[src/spt_pkg.sv]
// Package for the sorted point table: shared codes, fixed field widths and the
// control structs that the sequencer passes to the scan unit and the merge unit.
// No dependencies.
`default_nettype none

package spt_pkg;

    localparam int SLOT_W     = 6;
    localparam int IN_POS_W   = 16;
    localparam int LEVEL_W    = 16;
    localparam int COUNT_W    = 7;
    localparam int MAXLEN_W   = 17;
    localparam int APB_ADDR_W = 4;
    localparam int APB_DATA_W = 32;

    localparam logic [MAXLEN_W-1:0] MAXLEN_RESET = 17'h10000;

    typedef enum logic [2:0] {
        REQ_ADD    = 3'd0,
        REQ_DELETE = 3'd1,
        REQ_SET    = 3'd2,
        REQ_MOVE   = 3'd3,
        REQ_FIND   = 3'd4
    } req_kind_t;

    typedef enum logic [1:0] {
        REG_MAX_LENGTH      = 2'd0,
        REG_SIZE_LOCKED     = 2'd1,
        REG_VALUE_LOCKED    = 2'd2,
        REG_POSITION_LOCKED = 2'd3
    } reg_index_t;

    typedef enum logic [2:0] {
        ST_IDLE,
        ST_SCAN,
        ST_DECIDE,
        ST_BUILD,
        ST_DONE
    } state_t;

    // Controls for the scan unit at the head of the chain.
    typedef struct packed {
        logic clear;    // start of a transaction: reset the running results
        logic step;     // a table entry is at the head this cycle
        logic live;     // that entry lies below the point count
        logic at_slot;  // that entry is the requested slot
        logic skip_en;  // leave the requested slot out of the rank count
    } scan_ctrl_t;

    // Controls for the write-back merge at the tail of the chain.
    typedef struct packed {
        logic del_en;   // drop the requested slot from the stream
        logic ins_en;   // put the new point into the stream
        logic lvl_en;   // overwrite the level of the requested slot
    } merge_ctrl_t;

endpackage

`default_nettype wire

[src/spt_if.sv]
// Request and response channel interfaces of the sorted point table.
// Depends on spt_pkg for the payload widths.
`default_nettype none

interface spt_req_if import spt_pkg::*; ();
    logic                      valid;
    logic                      ready;
    logic [2:0]                req_type;
    logic [IN_POS_W-1:0]       position;
    logic [SLOT_W-1:0]         slot;
    logic signed [LEVEL_W-1:0] level;

    modport source (output valid, output req_type, output position, output slot,
                    output level, input ready);
    modport sink   (input valid, input req_type, input position, input slot,
                    input level, output ready);
endinterface

interface spt_rsp_if import spt_pkg::*; ();
    logic                      valid;
    logic                      ready;
    logic                      accepted;
    logic [SLOT_W-1:0]         result_slot;
    logic                      exact_hit;
    logic [IN_POS_W-1:0]       hit_position;
    logic signed [LEVEL_W-1:0] hit_level;
    logic [COUNT_W-1:0]        point_count;

    modport source (output valid, output accepted, output result_slot, output exact_hit,
                    output hit_position, output hit_level, output point_count,
                    input ready);
    modport sink   (input valid, input accepted, input result_slot, input exact_hit,
                    input hit_position, input hit_level, input point_count,
                    output ready);
endinterface

`default_nettype wire

[src/sorted_point_table.sv]
// Sorted point table, top level. A request is taken only while idle. Each request
// makes a SCAN pass, a DECIDE step, a BUILD pass for accepted edits and a DONE step;
// a pass is one full trip of the data around the cell chain. A new request is taken
// only once the last one has loaded its response and the sequencer is idle again.
// rst_n is asynchronous, active low: it empties the table (count zero) and loads the
// register reset values; point storage itself is not cleared.
`default_nettype none

module sorted_point_table import spt_pkg::*;
#(
    parameter int CAPACITY = 64,
    parameter int POS_BITS = 16
)
(
    input  wire logic                  clk,
    input  wire logic                  rst_n,
    spt_req_if.sink                    req,
    spt_rsp_if.source                  rsp,
    input  wire logic                  psel,
    input  wire logic                  penable,
    input  wire logic                  pwrite,
    input  wire logic [APB_ADDR_W-1:0] paddr,
    input  wire logic [APB_DATA_W-1:0] pwdata,
    output logic      [APB_DATA_W-1:0] prdata,
    output logic                       pready
);

    localparam int IDX_W = $clog2(CAPACITY);
    localparam int CNT_W = $clog2(CAPACITY + 1);

    // ------------------------------------------------------------------
    // Configuration registers. Writes complete in the APB access phase;
    // pready is tied high so there are no wait states.
    // ------------------------------------------------------------------
    logic [MAXLEN_W-1:0] max_length_reg;
    logic                size_locked_reg;
    logic                value_locked_reg;
    logic                position_locked_reg;
    logic                cfg_wr;
    reg_index_t          cfg_sel;

    assign pready  = 1'b1;
    assign cfg_wr  = psel && penable && pwrite && pready;
    assign cfg_sel = reg_index_t'(paddr[3:2]);

    always_ff @(posedge clk or negedge rst_n)
    begin
        if (!rst_n)
        begin
            max_length_reg      <= MAXLEN_RESET;
            size_locked_reg     <= 1'b0;
            value_locked_reg    <= 1'b0;
            position_locked_reg <= 1'b0;
        end
        else if (cfg_wr)
        begin
            unique case (cfg_sel)
                REG_MAX_LENGTH:      max_length_reg      <= pwdata[MAXLEN_W-1:0];
                REG_SIZE_LOCKED:     size_locked_reg     <= pwdata[0];
                REG_VALUE_LOCKED:    value_locked_reg    <= pwdata[0];
                REG_POSITION_LOCKED: position_locked_reg <= pwdata[0];
                default:             ;
            endcase
        end
    end

    always_comb
    begin
        unique case (cfg_sel)
            REG_MAX_LENGTH:      prdata = APB_DATA_W'(max_length_reg);
            REG_SIZE_LOCKED:     prdata = APB_DATA_W'(size_locked_reg);
            REG_VALUE_LOCKED:    prdata = APB_DATA_W'(value_locked_reg);
            REG_POSITION_LOCKED: prdata = APB_DATA_W'(position_locked_reg);
            default:             prdata = '0;
        endcase
    end

    // ------------------------------------------------------------------
    // Request capture. The incoming position is cut to POS_BITS bits.
    // ------------------------------------------------------------------
    state_t              state_reg;
    state_t              state_next;
    logic [IDX_W-1:0]    idx_reg;
    logic [CNT_W-1:0]    count_reg;
    logic [CNT_W-1:0]    count_next;
    logic [2:0]          req_type_reg;
    logic [POS_BITS-1:0] pos_reg;
    logic [SLOT_W-1:0]   slot_reg;
    logic [LEVEL_W-1:0]  lvl_reg;
    logic                req_fire;
    logic                pass_end;

    assign req.ready = (state_reg == ST_IDLE);
    assign req_fire  = req.valid && req.ready;
    assign pass_end  = (idx_reg == IDX_W'(CAPACITY - 1));

    always_ff @(posedge clk)
    begin
        if (req_fire)
        begin
            req_type_reg <= req.req_type;
            pos_reg      <= POS_BITS'(req.position);
            slot_reg     <= req.slot;
            lvl_reg      <= req.level;
        end
    end

    // ------------------------------------------------------------------
    // Cell chain. In every SCAN or BUILD cycle each cell takes the contents
    // of its right neighbor, so entry k of the table sits in cell 0 while
    // the pass index is k. The tail cell takes the write-back value from the
    // merge unit: during SCAN that is the head itself, so a full pass leaves
    // the table as it was; during BUILD it is the edited table stream.
    // ------------------------------------------------------------------
    logic [POS_BITS-1:0] cell_pos  [CAPACITY];
    logic [LEVEL_W-1:0]  cell_lvl  [CAPACITY];
    logic [POS_BITS-1:0] feed_pos  [CAPACITY];
    logic [LEVEL_W-1:0]  feed_lvl  [CAPACITY];
    logic [POS_BITS-1:0] wb_pos;
    logic [LEVEL_W-1:0]  wb_lvl;
    logic                chain_shift;

    assign chain_shift = (state_reg == ST_SCAN) || (state_reg == ST_BUILD);

    for (genvar i = 0; i < CAPACITY; i++)
    begin : g_cell
        if (i == CAPACITY - 1)
        begin : g_tail
            assign feed_pos[i] = wb_pos;
            assign feed_lvl[i] = wb_lvl;
        end
        else
        begin : g_body
            assign feed_pos[i] = cell_pos[i+1];
            assign feed_lvl[i] = cell_lvl[i+1];
        end

        spt_cell #(
            .POS_BITS (POS_BITS)
        ) u_cell (
            .clk     (clk),
            .shift   (chain_shift),
            .nxt_pos (feed_pos[i]),
            .nxt_lvl (feed_lvl[i]),
            .pos     (cell_pos[i]),
            .lvl     (cell_lvl[i])
        );
    end

    // ------------------------------------------------------------------
    // Scan unit: during the SCAN pass it looks at the head entry each
    // cycle and keeps the nearest point (ties to the lower index), the
    // number of points below the target position, and the requested slot.
    // ------------------------------------------------------------------
    scan_ctrl_t          scan_ctl;
    logic [IDX_W-1:0]    near_idx;
    logic                near_exact;
    logic [POS_BITS-1:0] near_pos;
    logic [LEVEL_W-1:0]  near_lvl;
    logic [CNT_W-1:0]    rank;
    logic [POS_BITS-1:0] slot_pos;
    logic [LEVEL_W-1:0]  slot_lvl;

    always_comb
    begin
        scan_ctl.clear   = req_fire;
        scan_ctl.step    = (state_reg == ST_SCAN);
        scan_ctl.live    = 32'(idx_reg) < 32'(count_reg);
        scan_ctl.at_slot = 32'(idx_reg) == 32'(slot_reg);
        scan_ctl.skip_en = (req_type_reg == REQ_MOVE);
    end

    spt_scan #(
        .CAPACITY (CAPACITY),
        .POS_BITS (POS_BITS)
    ) u_scan (
        .clk        (clk),
        .ctl        (scan_ctl),
        .head_idx   (idx_reg),
        .head_pos   (cell_pos[0]),
        .head_lvl   (cell_lvl[0]),
        .target     (pos_reg),
        .near_idx   (near_idx),
        .near_exact (near_exact),
        .near_pos   (near_pos),
        .near_lvl   (near_lvl),
        .rank       (rank),
        .slot_pos   (slot_pos),
        .slot_lvl   (slot_lvl)
    );

    // ------------------------------------------------------------------
    // Decision. After the scan pass every answer is known: the response
    // fields, the new point count and how the table must be rebuilt.
    // A move is a removal followed by an insertion at the rank counted
    // without the moving point, done in the same BUILD pass.
    // ------------------------------------------------------------------
    logic                in_range;
    logic                slot_ok;
    logic                table_full;
    logic                res_acc_next;
    logic [SLOT_W-1:0]   res_slot_next;
    logic                res_exact_next;
    logic [POS_BITS-1:0] res_pos_next;
    logic [LEVEL_W-1:0]  res_lvl_next;
    merge_ctrl_t         edit_next;
    logic [IDX_W-1:0]    ins_idx_next;
    logic [LEVEL_W-1:0]  new_lvl_next;

    always_comb
    begin
        in_range   = 32'(pos_reg) < 32'(max_length_reg);
        slot_ok    = 32'(slot_reg) < 32'(count_reg);
        table_full = (count_reg == CNT_W'(CAPACITY));

        res_acc_next   = 1'b0;
        res_slot_next  = '0;
        res_exact_next = 1'b0;
        res_pos_next   = '0;
        res_lvl_next   = '0;
        edit_next      = '0;
        ins_idx_next   = '0;
        new_lvl_next   = '0;
        count_next     = count_reg;

        unique case (req_type_reg)
            REQ_ADD:
            begin
                if (in_range)
                begin
                    if (near_exact || size_locked_reg || table_full)
                    begin
                        // Refused: report the nearest point, zeros on an empty table.
                        res_slot_next  = SLOT_W'(near_idx);
                        res_exact_next = near_exact;
                        res_pos_next   = near_pos;
                        res_lvl_next   = near_lvl;
                    end
                    else
                    begin
                        res_acc_next     = 1'b1;
                        res_slot_next    = SLOT_W'(rank);
                        res_pos_next     = pos_reg;
                        edit_next.ins_en = 1'b1;
                        ins_idx_next     = IDX_W'(rank);
                        count_next       = count_reg + 1'b1;
                    end
                end
            end
            REQ_DELETE:
            begin
                // The slot capture is zero unless the slot holds a point.
                res_slot_next = slot_reg;
                res_pos_next  = slot_pos;
                res_lvl_next  = slot_lvl;
                if (!size_locked_reg && slot_ok)
                begin
                    res_acc_next     = 1'b1;
                    edit_next.del_en = 1'b1;
                    count_next       = count_reg - 1'b1;
                end
            end
            REQ_SET:
            begin
                res_slot_next = slot_reg;
                res_pos_next  = slot_pos;
                res_lvl_next  = slot_lvl;
                if (!value_locked_reg && slot_ok)
                begin
                    res_acc_next     = 1'b1;
                    res_lvl_next     = lvl_reg;
                    edit_next.lvl_en = 1'b1;
                    new_lvl_next     = lvl_reg;
                end
            end
            REQ_MOVE:
            begin
                res_slot_next = slot_reg;
                res_pos_next  = slot_pos;
                res_lvl_next  = slot_lvl;
                if (!position_locked_reg && slot_ok && in_range)
                begin
                    if (near_exact)
                    begin
                        // Something already sits there, possibly the point itself.
                        res_exact_next = 1'b1;
                    end
                    else
                    begin
                        res_acc_next     = 1'b1;
                        res_slot_next    = SLOT_W'(rank);
                        res_pos_next     = pos_reg;
                        edit_next.del_en = 1'b1;
                        edit_next.ins_en = 1'b1;
                        ins_idx_next     = IDX_W'(rank);
                        new_lvl_next     = slot_lvl;
                    end
                end
            end
            REQ_FIND:
            begin
                if (in_range && (count_reg != '0))
                begin
                    res_acc_next   = 1'b1;
                    res_slot_next  = SLOT_W'(near_idx);
                    res_exact_next = near_exact;
                    res_pos_next   = near_pos;
                    res_lvl_next   = near_lvl;
                end
            end
            default:
            begin
                // Unknown request codes are ignored.
            end
        endcase
    end

    // Decision results held for the BUILD pass and the response stage.
    logic                res_acc_reg;
    logic [SLOT_W-1:0]   res_slot_reg;
    logic                res_exact_reg;
    logic [POS_BITS-1:0] res_pos_reg;
    logic [LEVEL_W-1:0]  res_lvl_reg;
    merge_ctrl_t         edit_reg;
    logic [IDX_W-1:0]    ins_idx_reg;
    logic [LEVEL_W-1:0]  new_lvl_reg;

    always_ff @(posedge clk)
    begin
        if (state_reg == ST_DECIDE)
        begin
            res_acc_reg   <= res_acc_next;
            res_slot_reg  <= res_slot_next;
            res_exact_reg <= res_exact_next;
            res_pos_reg   <= res_pos_next;
            res_lvl_reg   <= res_lvl_next;
            ins_idx_reg   <= ins_idx_next;
            new_lvl_reg   <= new_lvl_next;
        end
    end

    // ------------------------------------------------------------------
    // Merge unit: builds the write-back stream for the tail cell.
    // Outside BUILD it passes the head straight through.
    // ------------------------------------------------------------------
    merge_ctrl_t merge_ctl;

    assign merge_ctl = (state_reg == ST_BUILD) ? edit_reg : '0;

    spt_merge #(
        .CAPACITY (CAPACITY),
        .POS_BITS (POS_BITS)
    ) u_merge (
        .clk        (clk),
        .ctl        (merge_ctl),
        .idx        (idx_reg),
        .slot_idx   (slot_reg),
        .ins_idx    (ins_idx_reg),
        .new_pos    (pos_reg),
        .new_lvl    (new_lvl_reg),
        .head_pos   (cell_pos[0]),
        .head_lvl   (cell_lvl[0]),
        .second_pos (cell_pos[1]),
        .second_lvl (cell_lvl[1]),
        .wb_pos     (wb_pos),
        .wb_lvl     (wb_lvl)
    );

    // ------------------------------------------------------------------
    // Sequencer: IDLE -> SCAN -> DECIDE -> (BUILD) -> DONE -> IDLE.
    // DONE waits until the response register is free.
    // ------------------------------------------------------------------
    logic rsp_valid_reg;
    logic rsp_load;

    always_comb
    begin
        state_next = state_reg;
        rsp_load   = 1'b0;
        unique case (state_reg)
            ST_IDLE:
            begin
                if (req_fire)
                begin
                    state_next = ST_SCAN;
                end
            end
            ST_SCAN:
            begin
                if (pass_end)
                begin
                    state_next = ST_DECIDE;
                end
            end
            ST_DECIDE:
            begin
                if (edit_next != '0)
                begin
                    state_next = ST_BUILD;
                end
                else
                begin
                    state_next = ST_DONE;
                end
            end
            ST_BUILD:
            begin
                if (pass_end)
                begin
                    state_next = ST_DONE;
                end
            end
            ST_DONE:
            begin
                if (!rsp_valid_reg || rsp.ready)
                begin
                    rsp_load   = 1'b1;
                    state_next = ST_IDLE;
                end
            end
            default:
            begin
                state_next = ST_IDLE;
            end
        endcase
    end

    always_ff @(posedge clk or negedge rst_n)
    begin
        if (!rst_n)
        begin
            state_reg <= ST_IDLE;
            idx_reg   <= '0;
            count_reg <= '0;
            edit_reg  <= '0;
        end
        else
        begin
            state_reg <= state_next;
            if (chain_shift && !pass_end)
            begin
                idx_reg <= idx_reg + 1'b1;
            end
            else
            begin
                idx_reg <= '0;
            end
            if (state_reg == ST_DECIDE)
            begin
                count_reg <= count_next;
                edit_reg  <= edit_next;
            end
        end
    end

    // ------------------------------------------------------------------
    // Response register. A finished transaction is parked here so that the
    // consumer may stall without holding up the sequencer's bookkeeping.
    // ------------------------------------------------------------------
    logic                rsp_acc_reg;
    logic [SLOT_W-1:0]   rsp_slot_reg;
    logic                rsp_exact_reg;
    logic [IN_POS_W-1:0] rsp_pos_reg;
    logic [LEVEL_W-1:0]  rsp_lvl_reg;
    logic [COUNT_W-1:0]  rsp_count_reg;

    always_ff @(posedge clk or negedge rst_n)
    begin
        if (!rst_n)
        begin
            rsp_valid_reg <= 1'b0;
        end
        else if (rsp_load)
        begin
            rsp_valid_reg <= 1'b1;
        end
        else if (rsp.ready)
        begin
            rsp_valid_reg <= 1'b0;
        end
    end

    always_ff @(posedge clk)
    begin
        if (rsp_load)
        begin
            rsp_acc_reg   <= res_acc_reg;
            rsp_slot_reg  <= res_slot_reg;
            rsp_exact_reg <= res_exact_reg;
            rsp_pos_reg   <= IN_POS_W'(res_pos_reg);
            rsp_lvl_reg   <= res_lvl_reg;
            rsp_count_reg <= COUNT_W'(count_reg);
        end
    end

    assign rsp.valid        = rsp_valid_reg;
    assign rsp.accepted     = rsp_acc_reg;
    assign rsp.result_slot  = rsp_slot_reg;
    assign rsp.exact_hit    = rsp_exact_reg;
    assign rsp.hit_position = rsp_pos_reg;
    assign rsp.hit_level    = rsp_lvl_reg;
    assign rsp.point_count  = rsp_count_reg;

`ifndef SYNTHESIS
    // An accepted request always starts a scan pass at the head of the table.
    a_fire_starts_scan: assert property (@(posedge clk) disable iff (!rst_n)
        req_fire |=> (state_reg == ST_SCAN) && (idx_reg == '0))
        else $error("request transaction did not start a scan pass");

    // A response appears only as the sequencer leaves DONE.
    a_rsp_from_done: assert property (@(posedge clk) disable iff (!rst_n)
        $rose(rsp_valid_reg) |-> $past(state_reg == ST_DONE))
        else $error("response raised outside the DONE state");

    // One transaction changes the point count by at most one.
    a_count_step: assert property (@(posedge clk) disable iff (!rst_n)
        (state_reg == ST_DECIDE) |=> (count_reg == $past(count_reg))
            || (count_reg == $past(count_reg) + 1'b1)
            || (count_reg + 1'b1 == $past(count_reg)))
        else $error("point count moved by more than one");

    // The table never holds more points than cells.
    a_count_bound: assert property (@(posedge clk) disable iff (!rst_n)
        (state_reg == ST_DECIDE) |=> (count_reg <= CNT_W'(CAPACITY)))
        else $error("point count exceeds capacity");
`endif

endmodule

`default_nettype wire

[src/spt_cell.sv]
// One storage cell of the point chain: a position and a level that move one
// place toward the head whenever the chain shifts. Depends on spt_pkg.
`default_nettype none

module spt_cell import spt_pkg::*;
#(
    parameter int POS_BITS = 16
)
(
    input  wire logic                clk,
    input  wire logic                shift,
    input  wire logic [POS_BITS-1:0] nxt_pos,
    input  wire logic [LEVEL_W-1:0]  nxt_lvl,
    output logic      [POS_BITS-1:0] pos,
    output logic      [LEVEL_W-1:0]  lvl
);

    logic [POS_BITS-1:0] pos_reg;
    logic [LEVEL_W-1:0]  lvl_reg;

    always_ff @(posedge clk)
    begin
        if (shift)
        begin
            pos_reg <= nxt_pos;
            lvl_reg <= nxt_lvl;
        end
    end

    assign pos = pos_reg;
    assign lvl = lvl_reg;

endmodule

`default_nettype wire

[src/spt_scan.sv]
// Scan unit at the head of the point chain: tracks the nearest point, the rank
// of the target position and the contents of the requested slot. Depends on spt_pkg.
`default_nettype none

module spt_scan import spt_pkg::*;
#(
    parameter int CAPACITY = 64,
    parameter int POS_BITS = 16
)
(
    input  wire logic                                 clk,
    input  wire scan_ctrl_t                           ctl,
    input  wire logic [$clog2(CAPACITY)-1:0]          head_idx,
    input  wire logic [POS_BITS-1:0]                  head_pos,
    input  wire logic [LEVEL_W-1:0]                   head_lvl,
    input  wire logic [POS_BITS-1:0]                  target,
    output logic      [$clog2(CAPACITY)-1:0]          near_idx,
    output logic                                      near_exact,
    output logic      [POS_BITS-1:0]                  near_pos,
    output logic      [LEVEL_W-1:0]                   near_lvl,
    output logic      [$clog2(CAPACITY+1)-1:0]        rank,
    output logic      [POS_BITS-1:0]                  slot_pos,
    output logic      [LEVEL_W-1:0]                   slot_lvl
);

    localparam int IDX_W = $clog2(CAPACITY);
    localparam int CNT_W = $clog2(CAPACITY + 1);

    logic [POS_BITS:0]   best_d_reg;
    logic [IDX_W-1:0]    near_idx_reg;
    logic [POS_BITS-1:0] near_pos_reg;
    logic [LEVEL_W-1:0]  near_lvl_reg;
    logic [CNT_W-1:0]    rank_reg;
    logic [POS_BITS-1:0] slot_pos_reg;
    logic [LEVEL_W-1:0]  slot_lvl_reg;

    logic [POS_BITS-1:0] gap;
    logic                closer;

    always_comb
    begin
        gap    = (head_pos >= target) ? (head_pos - target) : (target - head_pos);
        // Strictly closer only, so ties stay with the lower index.
        closer = {1'b0, gap} < best_d_reg;
    end

    always_ff @(posedge clk)
    begin
        if (ctl.clear)
        begin
            best_d_reg   <= '1;
            near_idx_reg <= '0;
            near_pos_reg <= '0;
            near_lvl_reg <= '0;
            rank_reg     <= '0;
            slot_pos_reg <= '0;
            slot_lvl_reg <= '0;
        end
        else if (ctl.step && ctl.live)
        begin
            if (closer)
            begin
                best_d_reg   <= {1'b0, gap};
                near_idx_reg <= head_idx;
                near_pos_reg <= head_pos;
                near_lvl_reg <= head_lvl;
            end
            if (!(ctl.skip_en && ctl.at_slot) && (head_pos < target))
            begin
                rank_reg <= rank_reg + 1'b1;
            end
            if (ctl.at_slot)
            begin
                slot_pos_reg <= head_pos;
                slot_lvl_reg <= head_lvl;
            end
        end
    end

    assign near_idx   = near_idx_reg;
    assign near_exact = (best_d_reg == '0);
    assign near_pos   = near_pos_reg;
    assign near_lvl   = near_lvl_reg;
    assign rank       = rank_reg;
    assign slot_pos   = slot_pos_reg;
    assign slot_lvl   = slot_lvl_reg;

endmodule

`default_nettype wire

[src/spt_merge.sv]
// Write-back merge at the tail of the point chain: rebuilds the table stream
// with one point dropped, inserted, moved or relabeled. Depends on spt_pkg.
`default_nettype none

module spt_merge import spt_pkg::*;
#(
    parameter int CAPACITY = 64,
    parameter int POS_BITS = 16
)
(
    input  wire logic                        clk,
    input  wire merge_ctrl_t                 ctl,
    input  wire logic [$clog2(CAPACITY)-1:0] idx,
    input  wire logic [SLOT_W-1:0]           slot_idx,
    input  wire logic [$clog2(CAPACITY)-1:0] ins_idx,
    input  wire logic [POS_BITS-1:0]         new_pos,
    input  wire logic [LEVEL_W-1:0]          new_lvl,
    input  wire logic [POS_BITS-1:0]         head_pos,
    input  wire logic [LEVEL_W-1:0]          head_lvl,
    input  wire logic [POS_BITS-1:0]         second_pos,
    input  wire logic [LEVEL_W-1:0]          second_lvl,
    output logic      [POS_BITS-1:0]         wb_pos,
    output logic      [LEVEL_W-1:0]          wb_lvl
);

    logic [POS_BITS-1:0] carry_pos_reg;
    logic [LEVEL_W-1:0]  carry_lvl_reg;
    logic [POS_BITS-1:0] r_pos;
    logic [LEVEL_W-1:0]  r_lvl;

    always_comb
    begin
        // Stream with the requested slot removed: from that slot on the entry
        // one place behind the head is the one to keep.
        if (ctl.del_en && (32'(idx) >= 32'(slot_idx)))
        begin
            r_pos = second_pos;
            r_lvl = second_lvl;
        end
        else
        begin
            r_pos = head_pos;
            r_lvl = head_lvl;
        end
        if (ctl.lvl_en && (32'(idx) == 32'(slot_idx)))
        begin
            r_lvl = new_lvl;
        end

        // Insertion delays the rest of the stream by one entry.
        if (ctl.ins_en && (idx == ins_idx))
        begin
            wb_pos = new_pos;
            wb_lvl = new_lvl;
        end
        else if (ctl.ins_en && (idx > ins_idx))
        begin
            wb_pos = carry_pos_reg;
            wb_lvl = carry_lvl_reg;
        end
        else
        begin
            wb_pos = r_pos;
            wb_lvl = r_lvl;
        end
    end

    always_ff @(posedge clk)
    begin
        carry_pos_reg <= r_pos;
        carry_lvl_reg <= r_lvl;
    end

endmodule

`default_nettype wire
[src/flat_wrapper.sv]
// flat-port wrapper written by rule: the top's interface ports become plain ports
module sorted_point_table_flat import spt_pkg::*;
#(
    parameter int CAPACITY = 64,
    parameter int POS_BITS = 16
)
  (clk, rst_n, psel, penable, pwrite, paddr, pwdata, prdata, pready, req_valid, req_req_type, req_position, req_slot, req_level, req_ready, rsp_valid, rsp_accepted, rsp_result_slot, rsp_exact_hit, rsp_hit_position, rsp_hit_level, rsp_point_count, rsp_ready);
  spt_req_if req_i ();
  spt_rsp_if rsp_i ();
  input  wire logic clk;
  input  wire logic rst_n;
  input  wire logic psel;
  input  wire logic penable;
  input  wire logic pwrite;
  input  wire logic [APB_ADDR_W-1:0] paddr;
  input  wire logic [APB_DATA_W-1:0] pwdata;
  output logic      [APB_DATA_W-1:0] prdata;
  output logic pready;
  input wire logic [$bits(req_i.valid)-1:0] req_valid;
  input wire logic [$bits(req_i.req_type)-1:0] req_req_type;
  input wire logic [$bits(req_i.position)-1:0] req_position;
  input wire logic [$bits(req_i.slot)-1:0] req_slot;
  input wire logic [$bits(req_i.level)-1:0] req_level;
  output wire logic [$bits(req_i.ready)-1:0] req_ready;
  output wire logic [$bits(rsp_i.valid)-1:0] rsp_valid;
  output wire logic [$bits(rsp_i.accepted)-1:0] rsp_accepted;
  output wire logic [$bits(rsp_i.result_slot)-1:0] rsp_result_slot;
  output wire logic [$bits(rsp_i.exact_hit)-1:0] rsp_exact_hit;
  output wire logic [$bits(rsp_i.hit_position)-1:0] rsp_hit_position;
  output wire logic [$bits(rsp_i.hit_level)-1:0] rsp_hit_level;
  output wire logic [$bits(rsp_i.point_count)-1:0] rsp_point_count;
  input wire logic [$bits(rsp_i.ready)-1:0] rsp_ready;
  assign req_i.valid = req_valid;
  assign req_i.req_type = req_req_type;
  assign req_i.position = req_position;
  assign req_i.slot = req_slot;
  assign req_i.level = req_level;
  assign req_ready = req_i.ready;
  assign rsp_valid = rsp_i.valid;
  assign rsp_accepted = rsp_i.accepted;
  assign rsp_result_slot = rsp_i.result_slot;
  assign rsp_exact_hit = rsp_i.exact_hit;
  assign rsp_hit_position = rsp_i.hit_position;
  assign rsp_hit_level = rsp_i.hit_level;
  assign rsp_point_count = rsp_i.point_count;
  assign rsp_i.ready = rsp_ready;
  sorted_point_table #(.CAPACITY(CAPACITY), .POS_BITS(POS_BITS)) u_core (.clk(clk), .rst_n(rst_n), .req(req_i), .rsp(rsp_i), .psel(psel), .penable(penable), .pwrite(pwrite), .paddr(paddr), .pwdata(pwdata), .prdata(prdata), .pready(pready));
endmodule
[config.mk]
export PLATFORM = sky130hd
export DESIGN_NAME = sorted_point_table_flat
export DESIGN_NICKNAME = d
export VERILOG_FILES = /design/src/spt_pkg.sv /design/src/spt_if.sv /design/src/sorted_point_table.sv /design/src/spt_cell.sv /design/src/spt_scan.sv /design/src/spt_merge.sv /design/src/flat_wrapper.sv
export SDC_FILE = /design/constraint.sdc
export NUM_CORES = 2
export LEC_CHECK = 0
export ABC_CLOCK_PERIOD_IN_PS = 41100
export BUFFER_PORTS_ARGS = -buffer_cell sky130_fd_sc_hd__buf_2
export CORE_MARGIN = 2
export CORE_UTILIZATION = 51
export DETAILED_ROUTE_END_ITERATION = 7
export PLACE_DENSITY = 0.76
export SLEW_MARGIN = 40
export SYNTH_ARGS = -nofsm -noshare
export SYNTH_HDL_FRONTEND = slang
export SYNTH_SLANG_ARGS = --single-unit
[constraint.sdc]
create_clock -name clk -period 41.1 [get_ports clk]
set_input_delay 2.055 -clock clk [delete_from_list [all_inputs] [get_ports clk]]
set_output_delay 2.055 -clock clk [all_outputs]
set_load 0.05 [all_outputs]
==> flow_metrics.env <==
export IMPL_yosysTopAreaCell="edfxtp_1"
export IMPL_setup_viol=0
export IMPL_synth_top_family_by_area="compound AO/OA/AOI/OAI gates"
export IMPL_vias_per_cell=5.38
export IMPL_clock_fmax_ghz=0.192
export IMPL_row_count=142
export IMPL_yosysTopAreaCellShare_pct=85.5
export IMPL_yosys_area_share_simple_pct=2.31
export IMPL_drtPass1Iterations=8
export IMPL_finalClockSkew_ns=0.0764
export IMPL_finalWirelength_um=133000
export IMPL_yosysSeqAreaShare_pct=90.0
export IMPL_synthXorXnorAreaFrac_pct=0.306
export IMPL_insertion_delay_ns=0.85
export IMPL_root_buffer="clkbuf_16"
export IMPL_multi_input_area_sq_mm=0.00687
export IMPL_grt_start_max_net_pins=188
export IMPL_cts_tree="done"
export IMPL_cts_resized=0
export IMPL_tightest_slew_ns=0.973
export IMPL_cp_end_kind="output port"
export IMPL_drt_iter0_drc=3494
export IMPL_cts_inserted_buffers=208
export IMPL_synth_edf_count=2198
export IMPL_worst_ep_arrival_time_ns=3.16
export IMPL_critPathKind="input pin to output port"
export IMPL_place_gp_congestion=0.826
export IMPL_hp_class="register to register"
export IMPL_grt_use_total_pct=16.9
export IMPL_htree_levels=4
export IMPL_finalNetCount=4030
export IMPL_core_sq_mm=0.150
export IMPL_gr_total_overflow=0
export IMPL_post_cts_buffers=0
export IMPL_drive_above_1_share_pct=13.3
export IMPL_cts_buffer_depth=3
export IMPL_cp_start_kind="input pin"
export IMPL_synth_distinct_cells=86
export IMPL_die_area_sq_mm=0.155
export IMPL_synthArstFlopShare_pct=1.69
export IMPL_rr_startpoint="u_core.pos_reg[0]$_DFFE_PP_"
export IMPL_min_delay_start="u_core.g_cell[14].u_cell.lvl[10]$_DFFE_PP_"
export IMPL_required_ns=39.04
export IMPL_syn_area_sq_mm=0.0772
export IMPL_p_per_area_mw_per_mm2=52.7
export IMPL_cellLeakagePower_nw=35.9
export IMPL_rsz0062_at_grt="false"
export IMPL_synthTopCellsByCount="edfxtp_1, nand2_1, nor2_1, inv_1, dfxtp_1"
export IMPL_reg2reg_depth=19
export IMPL_ir_drop_uv=45.2
export IMPL_muxShareOfSynthArea_pct=1.39
export IMPL_status="complete, no violations"
export IMPL_start_util_pct=51.4
export IMPL_dpl_hpwl_um=65300
export IMPL_nFillCells=10200
export IMPL_final_hold_violation_count=0
export IMPL_ioPinCount=166
export IMPL_synth_ff_type="edfxtp_1"
export IMPL_yosys_cell_count_top_type="edfxtp_1"
export IMPL_grt_pass1_wl_um=195000
export IMPL_rr_endpoint="u_core.u_scan.near_lvl[12]$_SDFFE_PP0P_"
export IMPL_synthAdderAreaFrac_pct=1.54
export IMPL_synth_compound_area_share_pct=3.14
export IMPL_first_global_vias=32100
export IMPL_post_route_period_util_pct=12.7
export IMPL_slew_headroom_pct=34.4
export IMPL_wl_per_cell_um=21.9
export IMPL_register_area_sq_mm=0.0695
export IMPL_port_buffers=132
export IMPL_syn_avg_cell_area_sq_um=21.8
export IMPL_slew_viol_final=0
export IMPL_cts_sinks=2363
export IMPL_clk_pin_slew_ns=0.07
export IMPL_cts_hold_buf=0
export IMPL_whs_ns=0.350
export IMPL_ys_ff_latch=2363
export IMPL_cp_startpoint="paddr[2]"
export IMPL_period_needed_ns=5.22
export IMPL_antenna_found_initial=12
export IMPL_ant_nets=0
export IMPL_die_y_um=393
export IMPL_num_vias=32600
export IMPL_die_w_um=393
export IMPL_r2r_slack_ns=35.89
export IMPL_drc=0
export IMPL_synthesis_instances=3546
export IMPL_critPathMaxFanout=21
export IMPL_crit_path_end="prdata[0]"
export IMPL_final_setup_tns_ns=0
export IMPL_ys_warn_count=0
export IMPL_maxCapViolations=0
export IMPL_synthToLayoutAreaGrowth_pct=13.6
export IMPL_synthTopCellsByArea="edfxtp_1, dfxtp_1, ha_1"
placed cells by master, fill, tap and decap left out, types with 28 or more instances in the layout:
cell       instances
dfxtp_1          125
nand2_1          141
inv_1            125
edfxtp_1        2198
clkinv_2          28
buf_2            132
a21oi_1           94
nor3_1            28
clkbuf_1          50
mux2i_1           76
clkinv_1          42
o21ai_0           56
ha_1              90
a222oi_1          32
nor2_1           128
dfrtp_1           39
clkbuf_16        208
stage by stage:
stage / total power (W) / area (sq um) / utilization [%] / setup WS, ns / std cells
6_report: 0.00462 / 87700 / 58.4 / 35.88 / 6051
5_1_grt: 0.00476 / 87700 / 58.4 / 35.59 / 6049
4_1_cts: 0.00467 / 87700 / 58.4 / 35.87 / 6047
3_5_place_dp: 0.00269 / 80600 / 53.7 / 35.87 / 5658
3_3_place_gp: 0.00269 / 80300 / 53.5 / 35.60 / 5649
2_1_floorplan: 0.00267 / 77300 / - / 12.86 / 3560
how the worst min path moves through the flow:
stage | to | slack (ns) | cells after the start
3_5_place_dp | u_core.g_cell[10].u_cell.lvl[12]$_DFFE_PP_ | 0.40 | 0
4_1_cts | u_core.g_cell[28].u_cell.pos[12]$_DFFE_PP_ | 0.34 | 0
3_3_place_gp | u_core.g_cell[4].u_cell.lvl[15]$_DFFE_PP_ | 0.40 | 0
2_1_floorplan | u_core.g_cell[10].u_cell.lvl[0]$_DFFE_PP_ | 0.40 | 0
5_1_grt | u_core.g_cell[13].u_cell.lvl[10]$_DFFE_PP_ | 0.35 | 0
6_report | u_core.g_cell[13].u_cell.lvl[10]$_DFFE_PP_ | 0.35 | 0
worst max-delay path, stage by stage:
cell	delay, ns
buf_2	0.33
mux4_2	0.55
buf_2	0.22
power breakdown:
part,leakage (nW),total [W],internal [W],switching (W)
clock network,3.39,0.00198,0.00111,0.000876
logic,4.38,0.0000403,0.0000120,0.0000283
registers,28.1,0.00260,0.00259,0.00000264
total,35.9,0.00462,0.00371,0.000907
metal layers:
metal,up-vias,global-route usage [%],routed length [um]
li1,14400,-,-
met1,16600,24.7,59600
met2,1286,25.4,60200
met3,278,3.41,9120
met4,2,6.06,3700
met5,-,0,13
area by class of cell:
cell class	count	area share, %
multi-input combinational	976	7.84
antenna	3	0.00856
inverter	128	0.559
clock buffer	264	6.24
sequential	2363	79.2
timing repair buffer	176	1.42
tap	2016	2.88
clock inverter	125	1.82
kinds of logic after synthesis:
group | after synthesis
adder cells (fa/ha/maj) | 93
XOR/XNOR | 27
AND/OR/NAND/NOR | 390
flip-flops | 2363
other | 2
AO/OA/AOI/OAI | 347
multiplexers | 103
buffers and inverters | 221
Note: power is estimated with default switching activity, not from simulation.
